File: src/rtl/assert_macros.svh
// Assertion macros shared by the polynomial ALU modules.
`ifndef ASSERT_MACROS_SVH
`define ASSERT_MACROS_SVH

// Same-cycle implication, disabled while reset is low.
`define ASSERT_IMPL(lbl, clk, rst_n, pre, post) \
    lbl: assert property (@(posedge clk) disable iff (!rst_n) (pre) |-> (post)) \
        else $error("property violated");

// Next-cycle implication, disabled while reset is low.
`define ASSERT_NEXT(lbl, clk, rst_n, pre, post) \
    lbl: assert property (@(posedge clk) disable iff (!rst_n) (pre) |=> (post)) \
        else $error("property violated");

`endif

File: src/rtl/gf2p_pkg.sv
// Types and constants of the GF(2) polynomial ALU.
package gf2p_pkg;

    localparam int OPERAND_BITS    = 32;
    localparam int RESULT_BITS     = 63;
    localparam int DEGREE_BITS     = 7;
    localparam int PROD_BITS       = 2 * OPERAND_BITS - 1;
    localparam int IDX_BITS        = $clog2(OPERAND_BITS);
    localparam int DIV_STAGES      = 4;
    localparam int STAGE_BITS      = $clog2(DIV_STAGES);
    localparam int STEPS_PER_STAGE = (OPERAND_BITS + DIV_STAGES - 1) / DIV_STAGES;
    localparam int GROUP_BITS      = 8;
    localparam int GROUPS          = (RESULT_BITS + GROUP_BITS - 1) / GROUP_BITS;
    localparam int PAD_BITS        = GROUPS * GROUP_BITS;
    localparam int GROUP_IDX_BITS  = $clog2(GROUP_BITS);
    localparam int GROUP_SEL_BITS  = $clog2(GROUPS);
    localparam int DEG_IDX_BITS    = GROUP_SEL_BITS + GROUP_IDX_BITS;

    // degree of the zero polynomial, -1 in two's complement
    localparam logic [DEGREE_BITS-1:0] DEG_NONE = '1;

    typedef enum logic [1:0] {
        OP_ADD = 2'd0,
        OP_MUL = 2'd1,
        OP_MOD = 2'd2
    } t_opcode;

    typedef logic [OPERAND_BITS-1:0] t_word;
    typedef logic [PROD_BITS-1:0]    t_prod;

    // one word in flight through the multiply / divide stages
    typedef struct packed {
        t_opcode op;
        t_word   a;
        t_word   b;
        t_word   hot;   // one-hot of the divisor's leading coefficient
        t_word   rem;   // running remainder
        t_prod   acc;   // running carry-less product
    } t_lane;

    typedef struct packed {
        logic [RESULT_BITS-1:0] result;
        logic                   dz;
    } t_res;

endpackage

File: src/rtl/gf2p_step.sv
// One pipeline stage: a slice of the carry-less product and of the long division.
`include "assert_macros.svh"

module gf2p_step (
    input  logic                            i_clk,
    input  logic                            i_rst_n,
    input  logic [gf2p_pkg::STAGE_BITS-1:0] i_stage,
    input  logic                            i_valid,
    output logic                            o_ready,
    input  gf2p_pkg::t_lane                 i_lane,
    input  logic                            i_ready_next,
    output logic                            o_valid,
    output gf2p_pkg::t_lane                 o_lane
);

    logic            r_valid;
    gf2p_pkg::t_lane r_lane;
    gf2p_pkg::t_lane n_lane;

    assign o_ready = !r_valid || i_ready_next;
    assign o_valid = r_valid;
    assign o_lane  = r_lane;

    always_comb begin
        int                            j;
        logic [gf2p_pkg::IDX_BITS-1:0] ja;
        logic [gf2p_pkg::IDX_BITS-1:0] jd;
        gf2p_pkg::t_word               rem;
        n_lane = i_lane;
        for (int k = 0; k < gf2p_pkg::STEPS_PER_STAGE; k++) begin
            j  = int'(i_stage) * gf2p_pkg::STEPS_PER_STAGE + k;
            ja = gf2p_pkg::IDX_BITS'(j);
            jd = gf2p_pkg::IDX_BITS'(gf2p_pkg::OPERAND_BITS - 1 - j);
            if (j < gf2p_pkg::OPERAND_BITS) begin
                if (n_lane.a[ja]) begin
                    n_lane.acc = n_lane.acc ^
                        (gf2p_pkg::PROD_BITS'(n_lane.b) << ja);
                end
                // bring down the next dividend bit, reduce if it reaches deg(b)
                rem = {n_lane.rem[gf2p_pkg::OPERAND_BITS-2:0], n_lane.a[jd]};
                if (|(rem & n_lane.hot)) begin
                    rem = rem ^ n_lane.b;
                end
                n_lane.rem = rem;
            end
        end
    end

    always_ff @(posedge i_clk) begin
        if (!i_rst_n) begin
            r_valid <= 1'b0;
        end else if (o_ready) begin
            r_valid <= i_valid;
        end
    end

    always_ff @(posedge i_clk) begin
        if (o_ready && i_valid) begin
            r_lane <= n_lane;
        end
    end

    `ASSERT_NEXT(a_hold_on_stall, i_clk, i_rst_n, r_valid && !i_ready_next,
        r_valid && r_lane == $past(r_lane))
    `ASSERT_IMPL(a_hot_matches_divisor, i_clk, i_rst_n, r_valid,
        $onehot0(r_lane.hot) && ((r_lane.hot == '0) == (r_lane.b == '0)))

endmodule

File: src/rtl/gf2p_degree.sv
// Two-stage leading-coefficient search that yields the result degree.
`include "assert_macros.svh"

module gf2p_degree (
    input  logic                             i_clk,
    input  logic                             i_rst_n,
    input  logic                             i_valid,
    output logic                             o_ready,
    input  gf2p_pkg::t_res                   i_res,
    input  logic                             i_ready_next,
    output logic                             o_valid,
    output gf2p_pkg::t_res                   o_res,
    output logic [gf2p_pkg::DEGREE_BITS-1:0] o_degree
);

    logic                                  r_va;
    gf2p_pkg::t_res                        r_res_a;
    logic [gf2p_pkg::GROUPS-1:0]           r_nz;
    logic [gf2p_pkg::GROUP_IDX_BITS-1:0]   r_idx [gf2p_pkg::GROUPS];
    logic [gf2p_pkg::GROUPS-1:0]           n_nz;
    logic [gf2p_pkg::GROUP_IDX_BITS-1:0]   n_idx [gf2p_pkg::GROUPS];

    logic                                  r_vb;
    gf2p_pkg::t_res                        r_res_b;
    logic [gf2p_pkg::DEGREE_BITS-1:0]      r_deg;
    logic [gf2p_pkg::DEGREE_BITS-1:0]      n_deg;

    logic                                  w_rdy_a;
    logic                                  w_rdy_b;
    logic [gf2p_pkg::PAD_BITS-1:0]         w_padded;

    assign w_rdy_b  = !r_vb || i_ready_next;
    assign w_rdy_a  = !r_va || w_rdy_b;
    assign o_ready  = w_rdy_a;
    assign o_valid  = r_vb;
    assign o_res    = r_res_b;
    assign o_degree = r_deg;
    assign w_padded = gf2p_pkg::PAD_BITS'(i_res.result);

    // per byte: any bit set, and the highest set bit within it
    always_comb begin
        for (int g = 0; g < gf2p_pkg::GROUPS; g++) begin
            n_nz[g]  = |w_padded[g*gf2p_pkg::GROUP_BITS +: gf2p_pkg::GROUP_BITS];
            n_idx[g] = '0;
            for (int k = 0; k < gf2p_pkg::GROUP_BITS; k++) begin
                if (w_padded[g*gf2p_pkg::GROUP_BITS + k]) begin
                    n_idx[g] = gf2p_pkg::GROUP_IDX_BITS'(k);
                end
            end
        end
    end

    always_comb begin
        n_deg = gf2p_pkg::DEG_NONE;
        for (int g = 0; g < gf2p_pkg::GROUPS; g++) begin
            if (r_nz[g]) begin
                n_deg = gf2p_pkg::DEGREE_BITS'({gf2p_pkg::GROUP_SEL_BITS'(g), r_idx[g]});
            end
        end
    end

    always_ff @(posedge i_clk) begin
        if (!i_rst_n) begin
            r_va <= 1'b0;
            r_vb <= 1'b0;
        end else begin
            if (w_rdy_a) begin
                r_va <= i_valid;
            end
            if (w_rdy_b) begin
                r_vb <= r_va;
            end
        end
    end

    always_ff @(posedge i_clk) begin
        if (w_rdy_a && i_valid) begin
            r_res_a <= i_res;
            r_nz    <= n_nz;
            r_idx   <= n_idx;
        end
        if (w_rdy_b && r_va) begin
            r_res_b <= r_res_a;
            r_deg   <= n_deg;
        end
    end

    `ASSERT_IMPL(a_degree_is_top_bit, i_clk, i_rst_n,
        r_vb && r_deg != gf2p_pkg::DEG_NONE,
        (r_res_b.result >> r_deg[gf2p_pkg::DEG_IDX_BITS-1:0]) == gf2p_pkg::RESULT_BITS'(1))
    `ASSERT_IMPL(a_none_means_zero, i_clk, i_rst_n,
        r_vb && r_deg == gf2p_pkg::DEG_NONE, r_res_b.result == '0)

endmodule

File: src/rtl/gf2_polynomial_alu.sv
// Top level of the GF(2) polynomial ALU: add, carry-less multiply and remainder.
//
// Takes one word per cycle while o_stall is low and returns one result word per
// input, in order: an input register that finds the divisor's leading coefficient,
// four stages that each fold in a quarter of the operand bits (eight partial
// products and eight long-division steps), and two stages that locate the highest
// set coefficient for the degree. Every stage holds its word independently, so a
// stall at the output only stops the stages that are full; bubbles upstream still
// fill. Mod by a zero divisor returns operand a with divide_by_zero set, a zero
// result reports degree -1, and opcode three gives zero.
`include "assert_macros.svh"

module gf2_polynomial_alu (
    input  logic                             i_clk,
    input  logic                             i_rst_n,
    input  logic                             i_valid,
    output logic                             o_stall,
    input  logic [1:0]                       i_opcode,
    input  logic [31:0]                      i_operand_a,
    input  logic [31:0]                      i_operand_b,
    output logic                             o_valid,
    input  logic                             i_stall,
    output logic [gf2p_pkg::RESULT_BITS-1:0] o_result,
    output logic [gf2p_pkg::DEGREE_BITS-1:0] o_result_degree,
    output logic                             o_divide_by_zero
);

    localparam int NS = gf2p_pkg::DIV_STAGES;

    logic            r_v0;
    gf2p_pkg::t_lane r_lane0;
    gf2p_pkg::t_lane n_lane0;
    gf2p_pkg::t_word w_rb;
    gf2p_pkg::t_word w_iso;
    gf2p_pkg::t_word w_hot;

    gf2p_pkg::t_lane w_lane  [NS+1];
    logic            w_valid [NS+1];
    logic            w_ready [NS+1];

    gf2p_pkg::t_res  w_sel;
    gf2p_pkg::t_res  w_out;
    logic            w_rdy0;

    // leading coefficient of b: isolate the lowest set bit of the bit-reversed word
    always_comb begin
        for (int k = 0; k < gf2p_pkg::OPERAND_BITS; k++) begin
            w_rb[k] = i_operand_b[gf2p_pkg::OPERAND_BITS-1-k];
        end
        w_iso = w_rb & (~w_rb + gf2p_pkg::t_word'(1));
        for (int k = 0; k < gf2p_pkg::OPERAND_BITS; k++) begin
            w_hot[k] = w_iso[gf2p_pkg::OPERAND_BITS-1-k];
        end
    end

    always_comb begin
        n_lane0.op  = gf2p_pkg::t_opcode'(i_opcode);
        n_lane0.a   = i_operand_a[gf2p_pkg::OPERAND_BITS-1:0];
        n_lane0.b   = i_operand_b[gf2p_pkg::OPERAND_BITS-1:0];
        n_lane0.hot = w_hot;
        n_lane0.rem = '0;
        n_lane0.acc = '0;
    end

    assign w_rdy0  = !r_v0 || w_ready[0];
    assign o_stall = !w_rdy0;

    always_ff @(posedge i_clk) begin
        if (!i_rst_n) begin
            r_v0 <= 1'b0;
        end else if (w_rdy0) begin
            r_v0 <= i_valid;
        end
    end

    always_ff @(posedge i_clk) begin
        if (w_rdy0 && i_valid) begin
            r_lane0 <= n_lane0;
        end
    end

    assign w_lane[0]  = r_lane0;
    assign w_valid[0] = r_v0;

    for (genvar s = 0; s < NS; s++) begin : g_step
        gf2p_step u_step (
            .i_clk        (i_clk),
            .i_rst_n      (i_rst_n),
            .i_stage      (gf2p_pkg::STAGE_BITS'(s)),
            .i_valid      (w_valid[s]),
            .o_ready      (w_ready[s]),
            .i_lane       (w_lane[s]),
            .i_ready_next (w_ready[s+1]),
            .o_valid      (w_valid[s+1]),
            .o_lane       (w_lane[s+1])
        );
    end

    always_comb begin
        case (w_lane[NS].op)
            gf2p_pkg::OP_ADD: w_sel.result =
                gf2p_pkg::RESULT_BITS'(w_lane[NS].a ^ w_lane[NS].b);
            gf2p_pkg::OP_MUL: w_sel.result = gf2p_pkg::RESULT_BITS'(w_lane[NS].acc);
            gf2p_pkg::OP_MOD: w_sel.result = gf2p_pkg::RESULT_BITS'(w_lane[NS].rem);
            default:          w_sel.result = '0;
        endcase
        w_sel.dz = (w_lane[NS].op == gf2p_pkg::OP_MOD) && (w_lane[NS].b == '0);
    end

    gf2p_degree u_degree (
        .i_clk        (i_clk),
        .i_rst_n      (i_rst_n),
        .i_valid      (w_valid[NS]),
        .o_ready      (w_ready[NS]),
        .i_res        (w_sel),
        .i_ready_next (!i_stall),
        .o_valid      (o_valid),
        .o_res        (w_out),
        .o_degree     (o_result_degree)
    );

    assign o_result         = w_out.result;
    assign o_divide_by_zero = w_out.dz;

    // with a zero divisor the result is operand a, so it fits the operand width
    `ASSERT_IMPL(a_dz_degree_fits, i_clk, i_rst_n, o_valid && o_divide_by_zero,
        o_result_degree == gf2p_pkg::DEG_NONE ||
        o_result_degree < gf2p_pkg::DEGREE_BITS'(gf2p_pkg::OPERAND_BITS))

endmodule

File: config.mk
export PLATFORM = sky130hd
export DESIGN_NAME = gf2_polynomial_alu
export DESIGN_NICKNAME = d
export VERILOG_FILES = /design/src/rtl/gf2p_pkg.sv /design/src/rtl/gf2p_step.sv /design/src/rtl/gf2p_degree.sv /design/src/rtl/gf2_polynomial_alu.sv
export VERILOG_INCLUDE_DIRS = /design/src /design/src/rtl
export SDC_FILE = /design/constraint.sdc
export NUM_CORES = 2
export LEC_CHECK = 0
export ABC_AREA = 1
export BUFFER_PORTS_ARGS = -buffer_cell sky130_fd_sc_hd__buf_2
export CAP_MARGIN = 40
export CORE_ASPECT_RATIO = 0.6
export CORE_MARGIN = 10
export CORE_UTILIZATION = 35
export CTS_CLUSTER_DIAMETER = 40
export DETAILED_ROUTE_END_ITERATION = 10
export GPL_TIMING_DRIVEN = 0
export MAX_ROUTING_LAYER = met4
export SLEW_MARGIN = 15
export SYNTH_ARGS = -nofsm -noshare
export SYNTH_HDL_FRONTEND = slang
export SYNTH_SLANG_ARGS = --single-unit
File: constraint.sdc
create_clock -name i_clk -period 9.87 [get_ports i_clk]
set_input_delay 1.4805 -clock i_clk [delete_from_list [all_inputs] [get_ports i_clk]]
set_output_delay 1.4805 -clock i_clk [all_outputs]
set_load 0.02 [all_outputs]
==> results.md <==
- Max Cap Viol: 0
- Mapped Cells: ~10000
- CTS Buf Count: approximately 120
- Cell mode on critical path: nand2_1
- 1st-iter DRT viols: 12380
- Net switching power: around 5.1 mW
- Post-synth EDFFs: 950
- Residual DRC count: 0
- Outcome: completed
- Area fraction of the dominant cell type after synthesis: 36.88%
- Synth Area in Compound Gates: around 1.0%
- Synth cell types: 40
- Reg-to-reg setup timing slack: between 0.15 and 0.2 ns
- # setup viols final: 0
- Top cells by area, synth: edfxtp_1, nand2_1, xor2_1
- Leakage: 38.87 nW
- Port buffer count: roughly 140
- Largest net degree at the start of global routing: about 100
- Seq/Total Area, Yosys: around 37%
- Worst-path clk slew: 0.07 ns
- Synth Area in Adders: less than 1%
- Layout cells sized above 1: around a tenth
- RePlAce Congestion: ~1.0
- Yosys warnings: 0
- Final antenna-violating net count: 0
- Max rail drop VDD: between 0.1 and 0.15 mV
- Cell with the most instances after synthesis: nand2_1
- Slowest library cell on the worst path: edfxtp_1
- Synth Area in XOR/XNOR: between 20% and 30%
- Hold Vio Cnt, Final: 0
- CTS tree: done
- Initial antenna violation count: 34
- FMAX: just over 100 MHz
- Req. time, crit path: 10.36 ns
- Setup crit start: g_step[1].u_step.o_lane[110]
- Area growth, synth to finish: 15.34%
- Detailed Routing Iterations Pass 1: 9
- CP peak stage delay: approximately 0.44 ns
- Vias in the first global route: approximately 66000
- Power Density: between 150 and 200 nW/µm²
- Total power: 13.55 mW
- Hold EP: g_step[3].u_step.o_lane[179]
- Asr flop ratio synth: 0%
- GRT Total Usage: slightly below 30%
- Crit path launch type: flop
- Setup TNS Final: 0 ns
- Minimum clock period: 9.698 ns
- Endpoint class of the critical path: flop
- Crit path max fanout: 10
- Nets: ~11000
- Grt total ovfl: 0
- DIE WIDTH: about 630 µm
- Yosys top cell by area: edfxtp_1
- Worst hold start: g_step[2].u_step.o_lane[179]
- DR vias/cell: around 5.6
- WHS Path Cells: 0
- Cell row count: approximately 130
- IO Pins: approximately 140
- Cell area after synthesis: 77340 µm²
- Initial Util: a little over a third
- Int Pwr: between 8 and 9 mW
- DR WL/cell: 26.29 µm
- Least-Margin Pin Slew: 1.089 ns
- Multiplexer share of the synthesized area: less than 1%
- Max-slew violations: 0
- Clock Skew: 0.08284 ns
- Setup CP Type: reg -> reg
- Post-Syn Nets: roughly 10000
- First-pass GRT wire length: approximately 500000 µm
- Hold_ws: around 0.38 ns
- CTS H-tree lvls: 3
- Clock root cell: clkbuf_16
- Crit path DAT: a little over 10 ns
- CTS Buffer Depth: 3
- Worst r2r dst: g_step[2].u_step.o_lane[78]
- Sequential fraction of design power: 36.2%
- Worst R2R Start: g_step[1].u_step.o_lane[110]
- Total core area: 219500 µm²
- Synth cell count leaders: nand2_1, nand3_1, xor2_1
- Worst-skew pair later-pin latency: 0.81 ns
- Switch share: 37.28%
- Die Ht: approximately 380 µm
- Logic pwr share: a little under a third
- Synth Register Bits: between 900 and 1000
- Slew HR: 26.79%
- Die ar.: around 240000 µm²
- FF-to-FF path depth: 61
- Largest family of logic cells by synthesized area: simple AND/OR/NAND/NOR gates
- Syn_area_per_cell: ~7.6 µm²
- Clock group share of total power: roughly 34%
- Vias post-DR: 75870
- Clock Sinks: between 900 and 1000
- Routed WL: around 360000 µm
- Simple-Gate Fraction of Synth Area: between 30% and 40%
- Final Cycle Share: between 90 and 100%
- Min-Delay Path Class: reg -> reg
- DPL Wire Length: 287800 µm
- Synth Flop Type: edfxtp_1
-- repair_timing --
action | CTS | global route
gates resized for setup | 59 | 440
buffers inserted | 4 | 44
endpoints found under the hold margin | 0 | 0
pin swaps | 1 | 36
hold buffers | 0 | 0
setup endpoints to repair | 65 | 125
cloned | 0 | 16
-- cell type report --
cell class / instances / area [µm²]
inverters: 312 / 1189
clock buffers: 127 / 2965
repair buffers: 294 / 2633
diodes: 17 / 42.54
clock inverters: 93 / 1187
plain buffers: 741 / 4543
well taps: 2902 / 3631
flip-flops and latches: 957 / 28670
fillers: 22110 / 130300
multi-input cells: 8213 / 44350
-- worst max-delay path: cells and delay by family (launching register included) --
kind | cells | cell delay [ns]
buf+inv | 9 | 1.96
simple gates | 52 | 6.92
flops | 1 | 0.44
-- logic make-up after synthesis --
kind of cell               count (synthesis)
AOI/OAI and AO/OA                        143
buffers and inverters                   1054
adders and majority gates                  1
muxes                                      2
xor gates and xnor gates                1909
DFF                                      957
and+or+nand+nor                         6158
-- routing by layer --
| metal | up-vias | GRT usage [%] | wire (µm) |
|---|---|---|---|
| li1 | 33810 | - | - |
| met1 | 36460 | 44.74 | 166400 |
| met2 | 5129 | 33.51 | 123200 |
| met3 | 468 | 11.95 | 60480 |
| met4 | 0 | 6.279 | 8894 |
| met5 | - | - | 0 |
-- power by group through the flow --
stage | Combinational [mW] | Sequential [mW] | Clock [mW]
after floorplan | 2.60 | 4.85 | 0
after global placement | 3.70 | 5.00 | 0
after detailed placement | 3.80 | 4.97 | 0
after CTS | 3.84 | 4.89 | 4.62
after global routing | 4.39 | 4.91 | 4.79
final | 4.09 | 4.91 | 4.55
-- sequential cells by signal, indices dropped and copies added, names as in the netlist --
register / cells
g_step.u_step.o_valid: 4
u_degree.r_va: 1
g_step.u_step.o_lane: 686
u_degree.o_valid: 1
u_degree.r_nz: 8
u_degree.r_res_a: 64
u_degree.o_res: 64
r_v0: 1
u_degree.o_degree: 7
r_lane0: 97
u_degree.r_idx: 24
-- placed cells by master, fill, tap and decap left out, types with 20 or more instances in the layout --
cell	count
a21oi_1	34
a31oi_1	33
and2_1	119
buf_1	36
buf_12	24
buf_2	314
buf_4	176
buf_6	110
buf_8	37
clkbuf_1	255
clkbuf_16	125
clkbuf_4	77
edfxtp_1	950
inv_1	305
inv_8	20
nand2_1	3679
nand2_2	40
nand3_1	1724
nand3b_1	78
nor2_1	347
nor2_2	29
nor2_4	58
o21ai_0	44
or2_2	33
xnor2_1	736
xor2_1	1169
-- how the worst max path moves through the flow --
stage	endpoint	slack, ns	cells past startpoint
finish	g_step[2].u_step.o_lane[78]	0.17	61
floorplan	g_step[3].u_step.o_lane[0]	0.73	5
global route	g_step[2].u_step.o_lane[82]	-0.06	63
CTS	g_step[2].u_step.o_lane[83]	0.01	63
global placement	g_step[3].u_step.o_lane[180]	-3.38	6
detailed placement	g_step[3].u_step.o_lane[73]	-1.18	62
-- through the flow --
step	std cells	instance area, µm²	utilization [%]	setup slack [ns]
floorplan	10220	77350	-	0.7298
finish	13660	89210	40.64	0.1720
global route	13650	89200	40.64	-0.05607
CTS	13560	87100	39.68	0.01206
global placement	13270	81690	37.22	-3.385
detailed placement	13340	82740	37.69	-1.177
Power figures use the tool's default switching activity.
